==> src/design/tmc_pkg.sv <==
// Shared constants and types for the touch trimmed-mean calibrator.
// No dependencies; imported by every module of the block.
package tmc_pkg;

  localparam int SAMPLE_W   = 12;
  localparam int GAIN_W     = 16;
  localparam int GAIN_FRAC  = 14;
  localparam int COORD_MAX  = 4095;

  localparam int BURST_LEN_DEF  = 15;
  localparam int QUEUE_DEPTH_DEF = 4;

  localparam int CFG_IDX_W  = 3;
  localparam int CFG_DATA_W = 16;

  // Register indexes on the configuration port
  localparam logic [CFG_IDX_W-1:0] REG_RAW_CENTER_X    = 3'd0;
  localparam logic [CFG_IDX_W-1:0] REG_RAW_CENTER_Y    = 3'd1;
  localparam logic [CFG_IDX_W-1:0] REG_GAIN_X          = 3'd2;
  localparam logic [CFG_IDX_W-1:0] REG_GAIN_Y          = 3'd3;
  localparam logic [CFG_IDX_W-1:0] REG_SCREEN_CENTER_X = 3'd4;
  localparam logic [CFG_IDX_W-1:0] REG_SCREEN_CENTER_Y = 3'd5;

  localparam logic [SAMPLE_W-1:0]      RAW_CENTER_RST = 12'd2048;
  localparam logic signed [GAIN_W-1:0] GAIN_RST       = 16'sd1280;
  localparam logic [SAMPLE_W-1:0]      SCREEN_X_RST   = 12'd180;
  localparam logic [SAMPLE_W-1:0]      SCREEN_Y_RST   = 12'd120;

  // Calibration set of one axis
  typedef struct packed {
    logic [SAMPLE_W-1:0]      raw_center;
    logic signed [GAIN_W-1:0] gain;
    logic [SAMPLE_W-1:0]      screen_center;
  } cal_t;

  // Queue handshake between the accumulator and the mapping pipeline
  typedef struct packed {
    logic full;
    logic valid;
  } queue_status_t;

endpackage

==> src/design/tmc_front.sv <==
// Front end: takes sample beats, keeps count, sum, max and min of a burst,
// and pushes the trimmed sum with its axis at burst end. Uses tmc_pkg.
module tmc_front
  import tmc_pkg::*;
#(
  parameter int BURST_LEN = BURST_LEN_DEF,
  parameter int SUM_W     = $clog2(BURST_LEN * (1 << SAMPLE_W))
) (
  input  logic                clk,
  input  logic                rst,
  input  logic                in_valid,
  output logic                in_ready,
  input  logic [SAMPLE_W-1:0] sample,
  input  logic                axis,
  input  logic                queue_full,
  output logic                push,
  output logic                push_axis,
  output logic [SUM_W-1:0]    push_sum
);

  localparam int CNT_W = $clog2(BURST_LEN);

  logic [CNT_W-1:0]    burst_count;
  logic [SUM_W-1:0]    running_sum;
  logic [SAMPLE_W-1:0] largest_seen;
  logic [SAMPLE_W-1:0] smallest_seen;

  logic [SUM_W-1:0]    sum_next;
  logic [SAMPLE_W-1:0] largest_next;
  logic [SAMPLE_W-1:0] smallest_next;
  logic                accept;
  logic                last;

  assign in_ready = !queue_full;
  assign accept   = in_valid && in_ready;
  assign last     = (burst_count == CNT_W'(BURST_LEN - 1));

  always_comb begin
    sum_next      = running_sum + SUM_W'(sample);
    largest_next  = (sample > largest_seen) ? sample : largest_seen;
    smallest_next = (sample < smallest_seen) ? sample : smallest_seen;
  end

  assign push      = accept && last;
  assign push_axis = axis;
  assign push_sum  = sum_next - SUM_W'(largest_next) - SUM_W'(smallest_next);

  always_ff @(posedge clk) begin
    if (rst || (accept && last)) begin
      burst_count   <= '0;
      running_sum   <= '0;
      largest_seen  <= '0;
      smallest_seen <= '1;
    end else if (accept) begin
      burst_count   <= burst_count + CNT_W'(1);
      running_sum   <= sum_next;
      largest_seen  <= largest_next;
      smallest_seen <= smallest_next;
    end
  end

endmodule

==> src/design/tmc_queue.sv <==
// Small FIFO between the burst accumulator and the mapping pipeline.
// Uses tmc_pkg for the status struct.
module tmc_queue
  import tmc_pkg::*;
#(
  parameter int WIDTH = 2,
  parameter int DEPTH = QUEUE_DEPTH_DEF
) (
  input  logic             clk,
  input  logic             rst,
  input  logic             push,
  input  logic [WIDTH-1:0] push_data,
  input  logic             pop,
  output logic [WIDTH-1:0] pop_data,
  output queue_status_t    status
);

  localparam int PTR_W = $clog2(DEPTH);
  localparam int CNT_W = $clog2(DEPTH + 1);

  logic [WIDTH-1:0] slots [DEPTH];
  logic [PTR_W-1:0] wr_ptr;
  logic [PTR_W-1:0] rd_ptr;
  logic [CNT_W-1:0] fill;

  assign status.full  = (fill == CNT_W'(DEPTH));
  assign status.valid = (fill != '0);
  assign pop_data     = slots[rd_ptr];

  always_ff @(posedge clk) begin
    if (push) begin
      slots[wr_ptr] <= push_data;
    end
  end

  always_ff @(posedge clk) begin
    if (rst) begin
      wr_ptr <= '0;
      rd_ptr <= '0;
      fill   <= '0;
    end else begin
      if (push) begin
        wr_ptr <= (wr_ptr == PTR_W'(DEPTH - 1)) ? '0 : wr_ptr + PTR_W'(1);
      end
      if (pop) begin
        rd_ptr <= (rd_ptr == PTR_W'(DEPTH - 1)) ? '0 : rd_ptr + PTR_W'(1);
      end
      if (push && !pop) begin
        fill <= fill + CNT_W'(1);
      end else if (pop && !push) begin
        fill <= fill - CNT_W'(1);
      end
    end
  end

endmodule

==> src/design/tmc_back.sv <==
// Back end: divides the trimmed sum by BURST_LEN-2 (reciprocal multiply),
// applies the Q2.14 gain, clamps, and holds the result beat. Uses tmc_pkg.
module tmc_back
  import tmc_pkg::*;
#(
  parameter int BURST_LEN = BURST_LEN_DEF,
  parameter int SUM_W     = $clog2(BURST_LEN * (1 << SAMPLE_W))
) (
  input  logic                clk,
  input  logic                rst,
  input  logic                q_valid,
  output logic                pop,
  input  logic                q_axis,
  input  logic [SUM_W-1:0]    q_sum,
  input  cal_t                cal_x,
  input  cal_t                cal_y,
  output logic                out_valid,
  input  logic                out_ready,
  output logic                axis_out,
  output logic [SAMPLE_W-1:0] mean_raw,
  output logic [SAMPLE_W-1:0] coordinate
);

  // floor(x / DIV) == (x * RECIP) >> SHIFT exactly for every x < 2^SUM_W
  localparam int DIV     = BURST_LEN - 2;
  localparam int L       = $clog2(DIV);
  localparam int SHIFT   = SUM_W + L;
  localparam int RECIP_W = SUM_W + 1;
  localparam int P1_W    = SUM_W + RECIP_W;
  localparam longint unsigned RECIP_L = ((64'd1 << SHIFT) + DIV - 1) / DIV;
  localparam logic [RECIP_W-1:0] RECIP = RECIP_L[RECIP_W-1:0];

  localparam int DIFF_W = SAMPLE_W + 1;
  localparam int P2_W   = DIFF_W + GAIN_W;
  localparam int Q_W    = P2_W - GAIN_FRAC;
  localparam int POS_W  = Q_W + 2;

  // stage 1: reciprocal product
  logic            v1;
  logic            ax1;
  logic [P1_W-1:0] prod1;
  // stage 2: gain product
  logic                   v2;
  logic                   ax2;
  logic [SAMPLE_W-1:0]    mean2;
  logic signed [P2_W-1:0] prod2;

  logic en_out;
  logic en2;
  logic en1;

  logic [SAMPLE_W-1:0]     mean1;
  cal_t                    cal1;
  cal_t                    cal2;
  logic signed [DIFF_W-1:0] diff1;

  logic                    neg;
  logic [P2_W-1:0]         mag;
  logic [Q_W-1:0]          q;
  logic signed [POS_W-1:0] qs;
  logic signed [POS_W-1:0] pos;
  logic [SAMPLE_W-1:0]     coord_next;

  assign en_out = !out_valid || out_ready;
  assign en2    = !v2 || en_out;
  assign en1    = !v1 || en2;
  assign pop    = q_valid && en1;

  assign mean1 = prod1[SHIFT +: SAMPLE_W];
  assign cal1  = ax1 ? cal_y : cal_x;
  assign diff1 = $signed({1'b0, mean1}) - $signed({1'b0, cal1.raw_center});
  assign cal2  = ax2 ? cal_y : cal_x;

  // truncate toward zero: shift the magnitude, then restore the sign
  always_comb begin
    neg = prod2[P2_W-1];
    mag = neg ? P2_W'(-prod2) : P2_W'(prod2);
    q   = mag[GAIN_FRAC +: Q_W];
    qs  = $signed({2'b00, q});
    pos = $signed(POS_W'({1'b0, cal2.screen_center})) + (neg ? -qs : qs);
    if (pos < 0) begin
      coord_next = '0;
    end else if (pos > POS_W'(COORD_MAX)) begin
      coord_next = SAMPLE_W'(COORD_MAX);
    end else begin
      coord_next = pos[SAMPLE_W-1:0];
    end
  end

  always_ff @(posedge clk) begin
    if (rst) begin
      v1        <= 1'b0;
      v2        <= 1'b0;
      out_valid <= 1'b0;
    end else begin
      if (en1) begin
        v1 <= pop;
      end
      if (en2) begin
        v2 <= v1;
      end
      if (en_out) begin
        out_valid <= v2;
      end
    end
  end

  always_ff @(posedge clk) begin
    if (en1) begin
      ax1   <= q_axis;
      prod1 <= P1_W'(q_sum) * P1_W'(RECIP);
    end
    if (en2) begin
      ax2   <= ax1;
      mean2 <= mean1;
      prod2 <= P2_W'(diff1) * P2_W'(cal1.gain);
    end
    if (en_out) begin
      axis_out   <= ax2;
      mean_raw   <= mean2;
      coordinate <= coord_next;
    end
  end

endmodule

==> src/design/touch_trimmed_mean_calibrator_top.sv <==
// Top level of the touch trimmed-mean calibrator: configuration registers,
// accumulator front end, queue and mapping back end. Uses tmc_pkg.
//
// Samples stream in at one beat per clock; the front end only drops s_tready
// when the burst queue (QUEUE_DEPTH entries) is full because the result side
// is stalled. Every BURST_LEN samples give one result beat: the trimmed mean
// (largest and smallest removed, divided by BURST_LEN-2) and the calibrated,
// clamped screen coordinate, using the calibration set of the axis on the
// burst's last sample. After the last sample is taken, the result passes the
// reciprocal multiply, gain multiply and output registers in turn (the queue
// write happens on the same edge as the last sample).
// Configuration writes are always accepted; write them only while idle.
module touch_trimmed_mean_calibrator_top
  import tmc_pkg::*;
#(
  parameter int BURST_LEN   = BURST_LEN_DEF,
  parameter int QUEUE_DEPTH = QUEUE_DEPTH_DEF
) (
  input  logic                  clk,
  input  logic                  rst,
  input  logic                  s_tvalid,
  output logic                  s_tready,
  input  logic [15:0]           s_tdata,   // [11:0] sample, rest zero
  input  logic                  s_tuser,   // [0] axis
  output logic                  m_tvalid,
  input  logic                  m_tready,
  output logic [23:0]           m_tdata,   // [11:0] mean_raw, [23:12] coordinate
  output logic                  m_tuser,   // [0] axis_out
  input  logic                  cfg_valid,
  output logic                  cfg_ready,
  input  logic [CFG_IDX_W-1:0]  cfg_index,
  input  logic [CFG_DATA_W-1:0] cfg_data
);

  localparam int SUM_W = $clog2(BURST_LEN * (1 << SAMPLE_W));
  localparam int REC_W = SUM_W + 1;

  cal_t cal_x;
  cal_t cal_y;

  logic             push;
  logic             push_axis;
  logic [SUM_W-1:0] push_sum;
  logic             pop;
  logic [REC_W-1:0] pop_data;
  queue_status_t    qstat;
  logic [SAMPLE_W-1:0] mean_raw;
  logic [SAMPLE_W-1:0] coordinate;

  assign cfg_ready = 1'b1;

  always_ff @(posedge clk) begin
    if (rst) begin
      cal_x.raw_center    <= RAW_CENTER_RST;
      cal_y.raw_center    <= RAW_CENTER_RST;
      cal_x.gain          <= GAIN_RST;
      cal_y.gain          <= GAIN_RST;
      cal_x.screen_center <= SCREEN_X_RST;
      cal_y.screen_center <= SCREEN_Y_RST;
    end else if (cfg_valid && cfg_ready) begin
      unique case (cfg_index)
        REG_RAW_CENTER_X:    cal_x.raw_center    <= cfg_data[SAMPLE_W-1:0];
        REG_RAW_CENTER_Y:    cal_y.raw_center    <= cfg_data[SAMPLE_W-1:0];
        REG_GAIN_X:          cal_x.gain          <= $signed(cfg_data[GAIN_W-1:0]);
        REG_GAIN_Y:          cal_y.gain          <= $signed(cfg_data[GAIN_W-1:0]);
        REG_SCREEN_CENTER_X: cal_x.screen_center <= cfg_data[SAMPLE_W-1:0];
        REG_SCREEN_CENTER_Y: cal_y.screen_center <= cfg_data[SAMPLE_W-1:0];
        default: ;
      endcase
    end
  end

  tmc_front #(
    .BURST_LEN (BURST_LEN),
    .SUM_W     (SUM_W)
  ) u_front (
    .clk        (clk),
    .rst        (rst),
    .in_valid   (s_tvalid),
    .in_ready   (s_tready),
    .sample     (s_tdata[SAMPLE_W-1:0]),
    .axis       (s_tuser),
    .queue_full (qstat.full),
    .push       (push),
    .push_axis  (push_axis),
    .push_sum   (push_sum)
  );

  tmc_queue #(
    .WIDTH (REC_W),
    .DEPTH (QUEUE_DEPTH)
  ) u_queue (
    .clk       (clk),
    .rst       (rst),
    .push      (push),
    .push_data ({push_axis, push_sum}),
    .pop       (pop),
    .pop_data  (pop_data),
    .status    (qstat)
  );

  tmc_back #(
    .BURST_LEN (BURST_LEN),
    .SUM_W     (SUM_W)
  ) u_back (
    .clk        (clk),
    .rst        (rst),
    .q_valid    (qstat.valid),
    .pop        (pop),
    .q_axis     (pop_data[SUM_W]),
    .q_sum      (pop_data[SUM_W-1:0]),
    .cal_x      (cal_x),
    .cal_y      (cal_y),
    .out_valid  (m_tvalid),
    .out_ready  (m_tready),
    .axis_out   (m_tuser),
    .mean_raw   (mean_raw),
    .coordinate (coordinate)
  );

  assign m_tdata = {coordinate, mean_raw};

endmodule

==> config.mk <==
export PLATFORM = sky130hd
export DESIGN_NAME = touch_trimmed_mean_calibrator_top
export DESIGN_NICKNAME = d
export VERILOG_FILES = /design/src/design/tmc_pkg.sv /design/src/design/tmc_front.sv /design/src/design/tmc_queue.sv /design/src/design/tmc_back.sv /design/src/design/touch_trimmed_mean_calibrator_top.sv
export SDC_FILE = /design/constraint.sdc
export NUM_CORES = 1
export LEC_CHECK = 0
export ABC_AREA = 1
export BUFFER_PORTS_ARGS = -buffer_cell sky130_fd_sc_hd__buf_4
export CAP_MARGIN = 40
export CORE_MARGIN = 3
export CORE_UTILIZATION = 42
export CTS_BUF_LIST = sky130_fd_sc_hd__clkbuf_8
export DETAILED_ROUTE_END_ITERATION = 12
export GPL_TIMING_DRIVEN = 1
export SKIP_LAST_GASP = 1
export SYNTH_ARGS = -nofsm -noshare
export SYNTH_HDL_FRONTEND = slang
export SYNTH_SLANG_ARGS = --single-unit
export TNS_END_PERCENT = 30
==> constraint.sdc <==
create_clock -name clk -period 9.3 [get_ports clk]
set_input_delay 0.465 -clock clk [delete_from_list [all_inputs] [get_ports clk]]
set_output_delay 0.465 -clock clk [all_outputs]
set_load 0.1 [all_outputs]
=== After elaboration in Yosys (flattened, before gate mapping) ===
Memories as Yosys holds them, arrays and structs flattened. A register that Yosys moved wholly into a read port is not among the register bits.
Index checks and enable logic that the tools add are counted.

* Flip-flop bits (word level): 232
* Bits in latches: 0
* Memory bits (writable): 68
* ROM bits: 0
* Input port bits: 41
* Output and inout port bits: 28
* Word-level logic and storage cells: 91
* Memories kept: 1

{| class="wikitable"
|+ Memory list
! name !! depth !! width !! rd ports !! clocked after Yosys merged registers in !! write ports !! RTL line !! RTL
|-
| u_queue.slots || 4 || 17 || 1 || 1 || 1 || tmc_queue.sv:21 || <nowiki>logic [WIDTH-1:0] slots [DEPTH];</nowiki>
|}

* $add $sub $neg: 12
* Multiply operators: 2
* Div/mod/pow operators: 0
* Magnitude comparators: 4
* Eq/ne operators: 9
* Shifts and indexed selects: 0
* Muxes and demuxes: 15
* Bitwise gates (word level): 0
* Reduce and logical (&&, ||, !) cells: 24

{| class="wikitable"
|+ Operator list
! operator !! number
|-
| 12-bit 2-to-1 mux || 4
|-
| 40-bit 2-to-1 mux || 1
|-
| 16-bit by 12-bit subtractor with 16-bit output || 2
|-
| 16-bit by 15-bit multiplier with 30-bit output (second input constant) || 1
|-
| 13-bit by 16-bit multiplier with 29-bit output || 1
|-
| 29-bit 2-to-1 mux || 1
|-
| 29-bit negator || 1
|-
| 13-bit by 17-bit adder with 17-bit output || 1
|-
| 17-bit by 13-bit > comparator with 1-bit output (second input constant) || 1
|-
| 17-bit by 1-bit < comparator with 1-bit output (second input constant) || 1
|-
| 17-bit 2-to-1 mux || 1
|-
| 15-bit negator with 17-bit output || 1
|-
| 16-bit by 12-bit adder with 16-bit output || 1
|-
| 12-bit by 12-bit subtractor with 13-bit output || 1
|-
| 12-bit > comparator || 1
|-
| 12-bit < comparator || 1
|-
| 2-bit AND reduction || 6
|-
| 3-bit == test (second input constant) || 3
|-
| 2-bit 2-to-1 mux || 4
|-
| 3-bit by 2-bit == test with 1-bit output (second input constant) || 2
|-
| 1-bit zero test || 6
|-
| 3-bit 2-to-1 mux || 2
|-
| 1-bit logical AND || 5
|-
| 2-bit by 1-bit adder with 2-bit output (second input constant) || 2
|-
| other kinds (11) || 16
|}

=== Longest topological paths before layout ===
Gate-level depths: netlist of the first run.

* Depth after elaboration: 8
* Gate-level depth with buffers: 44
* Depth with buffers taken out: 40

=== Modules after synthesis ===
From an unflattened synthesis of the first run, not the netlist that was laid out.

* Cells, all modules: 3,128
* Area total of the unflattened synthesis: 26,957.1 µm²

{| class="wikitable"
|+ By module, submodules not included
! module !! instances !! cells an instance !! area an instance (µm²) !! sequential area each (µm²)
|-
| tmc_back || 1 || 1,810 || 16,365.7 || 2,462.4
|-
| tmc_front || 1 || 635 || 4,335.4 || 880.8
|-
| touch_trimmed_mean_calibrator_top || 1 || 459 || 3,214.3 || 1,601.5
|-
| tmc_queue || 1 || 224 || 3,041.7 || 2,222.1
|}

=== Least setup slack after synthesis of the first run ===
Ideal clock, no wire load.

* Kind: register to register
* From: reg u_back.ax1
* To: reg u_back.prod2[27], data pin
* Setup time: 265 ps
* Arrival: 8,294 ps
* Required time: 9,035 ps
* Path slack: 741 ps
* Cell stages (with the launch flop): 44
* Path buffers: 3
* Period minus slack after synthesis: 8,559 ps
* Cell sequence: edfxtp_1 > clkbuf_1 > clkbuf_1 > clkbuf_1 > nand2_1 > o21ai_0 > ha_1 > inv_1 > fa_1 > a31oi_1 > nor2_1 > o21ai_1 > nand2_1 > nand2_1 > nand2_1 > nand2_1 > nand2_1 > nand2_1 > [8 not listed] > fa_1 > inv_1 > fa_1 > fa_1 > fa_1 > inv_1 > fa_1 > inv_1 > ha_1 > a21oi_1 > o21ai_1 > a21boi_0 > o21ai_1 > a21boi_1 > o21bai_1 > a21boi_1 > o21ai_0 > xor2_1

* Longest elaborated chain between the ends: 3

{| class="wikitable"
|+ Ends and longest elaborated chain
! item !! RTL line !! RTL
|-
| start: declaration || tmc_back.sv:40 || <nowiki>logic ax1;</nowiki>
|-
| start signal: assignment || tmc_back.sv:110 || <nowiki>ax1 <= q_axis;</nowiki>
|-
| 40-bit 2-to-1 mux * || tmc_back.sv:70 || <nowiki>assign cal1 = ax1 ? cal_y : cal_x;</nowiki>
|-
| 12-bit by 12-bit subtractor with 13-bit output || tmc_back.sv:71 || <nowiki>assign diff1 = $signed({1'b0, mean1}) - $signed({1'b0, cal1.raw_center});</nowiki>
|-
| 13-bit by 16-bit multiplier with 29-bit output * || tmc_back.sv:116 || <nowiki>prod2 <= P2_W'(diff1) * P2_W'(cal1.gain);</nowiki>
|-
| end signal: assignment || tmc_back.sv:116 ||
|-
| end: declaration || tmc_back.sv:46 || <nowiki>logic signed [P2_W-1:0] prod2;</nowiki>
|}

Mark *: on every way between the ends. The rest lies on a longest branch, timed or not.
A chain may end at the register's enable or synchronous reset.

=== Final worst setup path of the first run ===
Same ends and word-level chain as after synthesis.

==> results of run 1 <==
==> registers in the layout, summed over array words and instances, names as in the netlist, 3 cells and up, named ones only <==
signal and flops:
u_front.running_sum 16, u_back.coordinate 12, cal_x 40, u_back.mean_raw 12, u_back.mean2 12, u_front.smallest_seen 12
cal_y 40, u_back.prod1 12, u_queue.fill 3, u_front.burst_count 4, u_queue.slots 68, u_back.prod2 29
u_front.largest_seen 12
==> final cells by class <==
cell class                      count  area [um^2]  share of cell area, %
Clock buffer                       56          771                   2.72
Tap cell                          773          967                   3.42
Sequential cell                   284         7170                   25.3
Multi-Input combinational cell   2042        16300                   57.5
Timing Repair Buffer              111          851                   3.01
Inverter                          506         1900                   6.72
Clock inverter                     40          364                   1.29
==> routing by layer <==
metal,vias up,GRT usage [%],share of wire (%)
met3,93,2.64,4.1
met2,371,35.2,51
met5,-,0,0.021
met4,2,5.78,2.6
li1,9467,-,-
met1,9463,24.8,43
==> stage by stage <==
stage / cells / instance area (um^2) / hold slack [ns] / util, % / setup slack [ns]
floorplan: 2906 / 25600 / 0.400 / - / 0.741
CTS: 3812 / 28300 / 0.0774 / 47.4 / 0.665
global placement: 3707 / 27100 / 0.412 / 45.3 / 0.713
detailed placement: 3714 / 27100 / 0.406 / 45.5 / 0.665
global route: 3812 / 28300 / 0.0940 / 47.4 / 0.0698
finish: 3812 / 28300 / 0.137 / 47.4 / 0.800
==> worst reg2reg max path: cells and delay by family, from the launching register on <==
family | cells | cell delay, ns
XOR/XNOR | 1 | 0.15
AND/OR/NAND/NOR | 9 | 1.09
AO/OA/AOI/OAI | 11 | 1.85
buffers and inverters | 5 | 0.78
flip-flops | 1 | 0.50
adder cells (fa/ha/maj) | 8 | 3.68
multiplexers | 1 | 0.21
==> repair_timing <==
item / CTS / global route
hold buffers: 2 / 0
setup endpoints to repair: 0 / 1
gates resized for setup: 0 / 1
hold endpoints to repair: 5 / 0
==> cells by family after synthesis <==
family,share of synthesized area [%]
AOI/OAI and AO/OA,9.69
xor gates and xnor gates,3.38
adders and majority gates,35.5
buffers and inverters,8.56
DFF,28.0
muxes,0.430
other,0.0146
and+or+nand+nor,14.5
==> cells in the mapped netlist (all sizes together) <==
| cell type | count | share of area, % |
|---|---|---|
| inv | 498 | 7.3 |
| nand2 | 450 | 6.7 |
| nor2 | 360 | 5.5 |
| fa | 282 | 22 |
| ha | 275 | 13 |
| o21ai | 213 | 4.2 |
| a21oi | 168 | 3.3 |
| edfxtp | 148 | 17 |
| dfxtp | 136 | 11 |
| clkbuf | 67 | 0.98 |
| xor2 | 65 | 2.2 |
| nand3 | 59 | 1.2 |
| xnor2 | 34 | 1.2 |
| o211ai | 23 | 0.67 |
| or2 | 12 | 0.29 |
| mux2i | 11 | 0.43 |
| nor3 | 11 | 0.21 |
| o22ai | 11 | 0.27 |
| nand3b | 10 | 0.29 |
| nand4 | 10 | 0.27 |
| clkinv | 8 | 0.12 |
| a21boi | 7 | 0.21 |
| a21o | 7 | 0.21 |
| buf | 7 | 0.17 |
| o21bai | 7 | 0.21 |
| a31oi | 5 | 0.12 |
| o21a | 5 | 0.15 |
| a32oi | 4 | 0.14 |
| a211oi | 2 | 0.059 |
| nor3b | 2 | 0.059 |
| a221oi | 1 | 0.034 |
| a31o | 1 | 0.034 |
| and2 | 1 | 0.024 |
| conb | 1 | 0.015 |
| nor4 | 1 | 0.024 |
| o211a | 1 | 0.039 |
| o311ai | 1 | 0.034 |
| o31ai | 1 | 0.029 |
| o41ai | 1 | 0.034 |
==> worst min-delay path by stage <==
stage	startpoint	end	slack (ns)	cells past startpoint
finish	cfg_data[12]	cal_y[24]	0.14	3
global route	cfg_data[15]	cal_y[27]	0.09	3
CTS	cfg_data[15]	cal_y[27]	0.08	3
detailed placement	u_back.mean2[7]	u_back.mean_raw[7]	0.41	0
global placement	u_back.mean2[7]	u_back.mean_raw[7]	0.41	0
floorplan	u_back.mean2[0]	u_back.mean_raw[0]	0.40	0
==> placed cells by master (no fill, tap or decap), types with 108 or more instances in the layout <==
master / Yosys / final
nor2_1: 342 / 342
fa_1: 282 / 282
a21oi_1: 167 / 167
inv_1: 495 / 508
nand2_1: 443 / 443
ha_1: 275 / 275
dfxtp_1: 136 / 136
o21ai_0: 196 / 196
buf_4: 1 / 108
edfxtp_1: 148 / 148
==> summary.md, run 1 <==
| Metric | Value |
|---|---|
| Fin Setup TNS | 0 ns |
| I/O Buffers | between 60 and 70 |
| Total track usage | ~20% |
| Via count | 19.4k |
| DIE HEIGHT | roughly 250 um |
| Crit path time final | roughly 8.5 ns |
| Core Box Area | between 0.05 and 0.06 mm^2 |
| Outcome | finished clean |
| CP dominant cell by count | nand2_1 |
| Routed WL | about 60 mm |
| DR DRC count | 0 |
| WP depth | 35 |
| Reg-to-reg slack, setup | around 0.8 ns |
| Crit path buf inv count | 5 |
| DR vias/cell | around 5.1 |
| Clock skew | around 0.037 ns |
| Initial DRC Count | 1,033 |
| Worst setup path end | u_back.prod2[27] |
| Mean routed wirelength per cell | around 16 um |
| # diodes | 0 |
| Reg2Reg Depth | 35 |
| Sequential share of the synthesized area | around 28% |
| Initial antenna violation count | 1 |
| Syn Nets | ~3.5k |
| Post-DRT Antenna Nets | 0 |
| Post-Synthesis Cells | ~2.9k |
| YS warnings | 0 |
| I/O pin cnt | just under 70 |
| Post-Syn Area | around 0.026 mm^2 |
| Share of layout cells above drive strength 1 | under 10% |
| Synth Register Bits | about 280 |
| # Post-CTS Setup Buffers | 0 |
| Die W | between 200 and 300 um |
| Clock buffer count from CTS | approximately 50 |
| Crit-path max FO | 15 |
| Gr ovfl total | 0 |
| Die area | ~0.064 mm^2 |
| Root buffer cell | clkbuf_8 |
| CTS tree | built |
| Final HPWL DP | 48.2 mm |
| Num rows | 89 |
| RR Startpoint | u_back.ax1 |
| CP max stage delay | around 0.55 ns |
| Area delta synth->final | 10.4% |
| # clock sinks | around 280 |
| First drt pass iteration count | 5 |
| Synth unique cells | around 50 |
| Slew margin rel. | 35.6% |
| Filler cells | 5,696 |
| Fin. max-slew vios | 0 |
| Initial Util | a little over two fifths |
| Max Root-Sink Buffers | 3 |
| Final net count | 3,594 |
| Largest net degree at the start of global routing | 55 |
| RSZ-0062 raised after global routing | no |
| CP Launch Type | flip-flop |
| Period utilization | 91.4% |
| Cell family with most CP delay | adder cells |
| Clk slew on worst S/H paths | 0.06 ns |
| CP arrival | 8.87 ns |
| Fmax achieved | approximately 120 MHz |
| Reg2Reg Capture Point | u_back.prod2[27] |
| Crit path kind | reg2reg |
| GPL Wtd Cong | around 0.9 |
| Clk Latency, worst-skew pair | between 0.6 and 0.7 ns |
| H-tree levels | 2 |
| Data required, critical path | a little under 10 ns |
| Min-delay worst type | in2reg |
| Max_cap viols | 0 |
| Measured slew at the worst slew-check pin | 0.966 ns |
| Final setup vio count | 0 |
| Crit end category | flip-flop |
| Vias in the first global route | 20.0k |
| Hold Vio Cnt, Final | 0 |
| Global-route wire length before repair | ~100 mm |
| Critical Path Start | u_back.ax1 |
| Critical-path top delay cell | fa_1 |
| Syn Area/Cell | between 8 and 9 um^2 |
Power of run 1 is left out: the tool's default activity adds up to more than one toggle a clock period on the data nets, which glitch-free logic cannot reach.
==> run 2, diff against run 1 <==
Clock period 9.3 ns to 9.7 ns, I/O delays scaled along.
==> summary.md, run 2 (synthesized netlist as in run 1, its figures left out) <==
| Metric | Value |
|---|---|
| # diodes | 0 (unchanged) |
| Max_cap viols | 0 (unchanged) |
| H-tree levels | 2 (unchanged) |
| Measured slew at the worst slew-check pin | 0.915 ns (-0.0505 ns) |
| Critical-path top delay cell | edfxtp_1 |
| Setup ws final | 0.826 ns (+0.0264 ns) |
| Max Root-Sink Buffers | 3 (unchanged) |
| Vias in the first global route | 20.0k (+0.020%) |
| Initial DRC Count | 1,141 (+10%) |
| CTS tree | built |
| Mean routed wirelength per cell | 16.0 um (about the same) |
| # Post-CTS Setup Buffers | 0 (unchanged) |
| Outcome | finished clean |
| Initial Util | 42.9% (unchanged) |
| Commonest non-fill, non-tap cell in the layout | inv_1 |
| Crit-path max FO | 14 (-1) |
| Area delta synth->final | 10.0% |
| Number of flip-flops in the largest register | 68 (unchanged) |
| Num rows | 89 (unchanged) |
| Total track usage | 19.7% (+0.053 points) |
| Min-delay worst type | in2reg |
| Clk slew on worst S/H paths | 0.06 ns (about the same) |
| Hold Slack | 0.133 ns (-0.00389 ns) |
| First drt pass iteration count | 5 (unchanged) |
| Final net count | 3,591 (-0.083%) |
| CP dominant cell by count | nand2_1 |
| DIE HEIGHT | 253 um (unchanged) |
| I/O pin cnt | 69 (unchanged) |
| Final HPWL DP | 48.0 mm (-0.25%) |
| Worst slack, placed | 0.844 ns (+0.179 ns) |
| Crit path kind | reg2reg |
| Reg-to-reg slack, setup | 0.83 ns (+0.03 ns) |
| Share of layout cells above drive strength 1 | 7.38% (-0.12 points) |
| Fmax achieved | 113 MHz (-4.2%) |
| RSZ-0062 raised after global routing | no |
| Hold Vio Cnt, Final | 0 (unchanged) |
| Routed WL | 61.0 mm (-0.19%) |
| Fin. max-slew vios | 0 (unchanged) |
| I/O Buffers | 63 (unchanged) |
| Post-DRT Antenna Nets | 0 (unchanged) |
| CTS Hold Bufs | 2 (unchanged) |
| Final setup vio count | 0 (unchanged) |
| Crit end category | flip-flop |
| DR vias/cell | 5.07 (-0.35%) |
| Final instance area | 0.0282 mm^2 (-0.34%) |
| Root buffer cell | clkbuf_8 |
| Data required, critical path | 10.07 ns (+0.40 ns) |
| Largest reg by FF count | u_queue.slots |
| Crit path buf inv count | 5 (unchanged) |
| Fin Setup TNS | 0 ns (unchanged) |
| Period utilization | 91.5% (about the same) |
| CP max stage delay | 0.79 ns (+0.24 ns) |
| Via count | 19.3k (-0.45%) |
| Post-DP Area | 0.0271 mm^2 (-0.10%) |
| Clock skew | 0.0467 ns (+0.00996 ns) |
| Clock buffer count from CTS | 50 (-2.0%) |
| Die area | 0.0640 mm^2 (unchanged) |
| Largest net degree at the start of global routing | 89 (+62%) |
| Slew margin rel. | 39.0% (+3.4 points) |
| Resize count post-CTS | 0 (unchanged) |
| DR DRC count | 0 (unchanged) |
| Die W | 253 um (unchanged) |
| Global-route wire length before repair | 101 mm (+0.33%) |
| Initial antenna violation count | 1 (unchanged) |
| Commonest cells after routing, fill and taps aside | inv_1, nand2_1, nor2_1 |
| GPL Wtd Cong | 0.924 (+5.7%) |
| Biggest regs | u_queue.slots: 68 flops, cal_x: 40 flops, cal_y: 40 flops |
| Clk Latency, worst-skew pair | 0.65 ns (+0.02 ns) |
| CP Launch Type | flip-flop |
| Crit path time final | 8.87 ns (+0.374 ns) |
| # clock sinks | 284 (unchanged) |
| Core Box Area | 0.0597 mm^2 (unchanged) |
| Cell family with most CP delay | adder cells |
| Gr ovfl total | 0 (unchanged) |
| CP arrival | 9.24 ns (+0.37 ns) |
[run 2: final timing paths]
path                                 startpoint            endpoint  cells past startpoint
worst max-delay path                 u_back.ax1    u_back.prod2[27]                     36
worst min-delay path               cfg_data[12]           cal_y[24]                      3
worst max register to register       u_back.ax1    u_back.prod2[27]                     36
worst min register to register  u_back.mean2[4]  u_back.mean_raw[4]                      0
[run 2: routing by layer]
layer	track usage [%]	up-vias	routed length [um]
li1	-	9447	-
met1	24.9	9380	26100
met2	35.7	375	31200
met3	2.29	104	2270
met4	5.26	2	1510
met5	0	-	13
[run 2: cell type report]
type / count / area [um^2]
Clock buffer: 57 / 785
Clock inverter: 37 / 274
Fill cell: 5696 / 31500
Inverter: 506 / 1900
Multi-Input combinational cell: 2042 / 16300
Sequential cell: 284 / 7170
Tap cell: 773 / 967
Timing Repair Buffer: 109 / 831
[run 2: metrics by stage]
step           std cells  utilization (%)
6_report            3808             47.2
5_1_grt             3808             47.2
4_1_cts             3807             47.2
3_5_place_dp        3711             45.4
3_3_place_gp        3705             45.3
2_1_floorplan       2906                -
[run 2: tightest hold or removal path: cells and delay by family]
kind	cells	cell delay, ns
and+or+nand+nor	2	0.13
buffers and inverters	1	0.11
Power of run 2 is left out for the same reason.
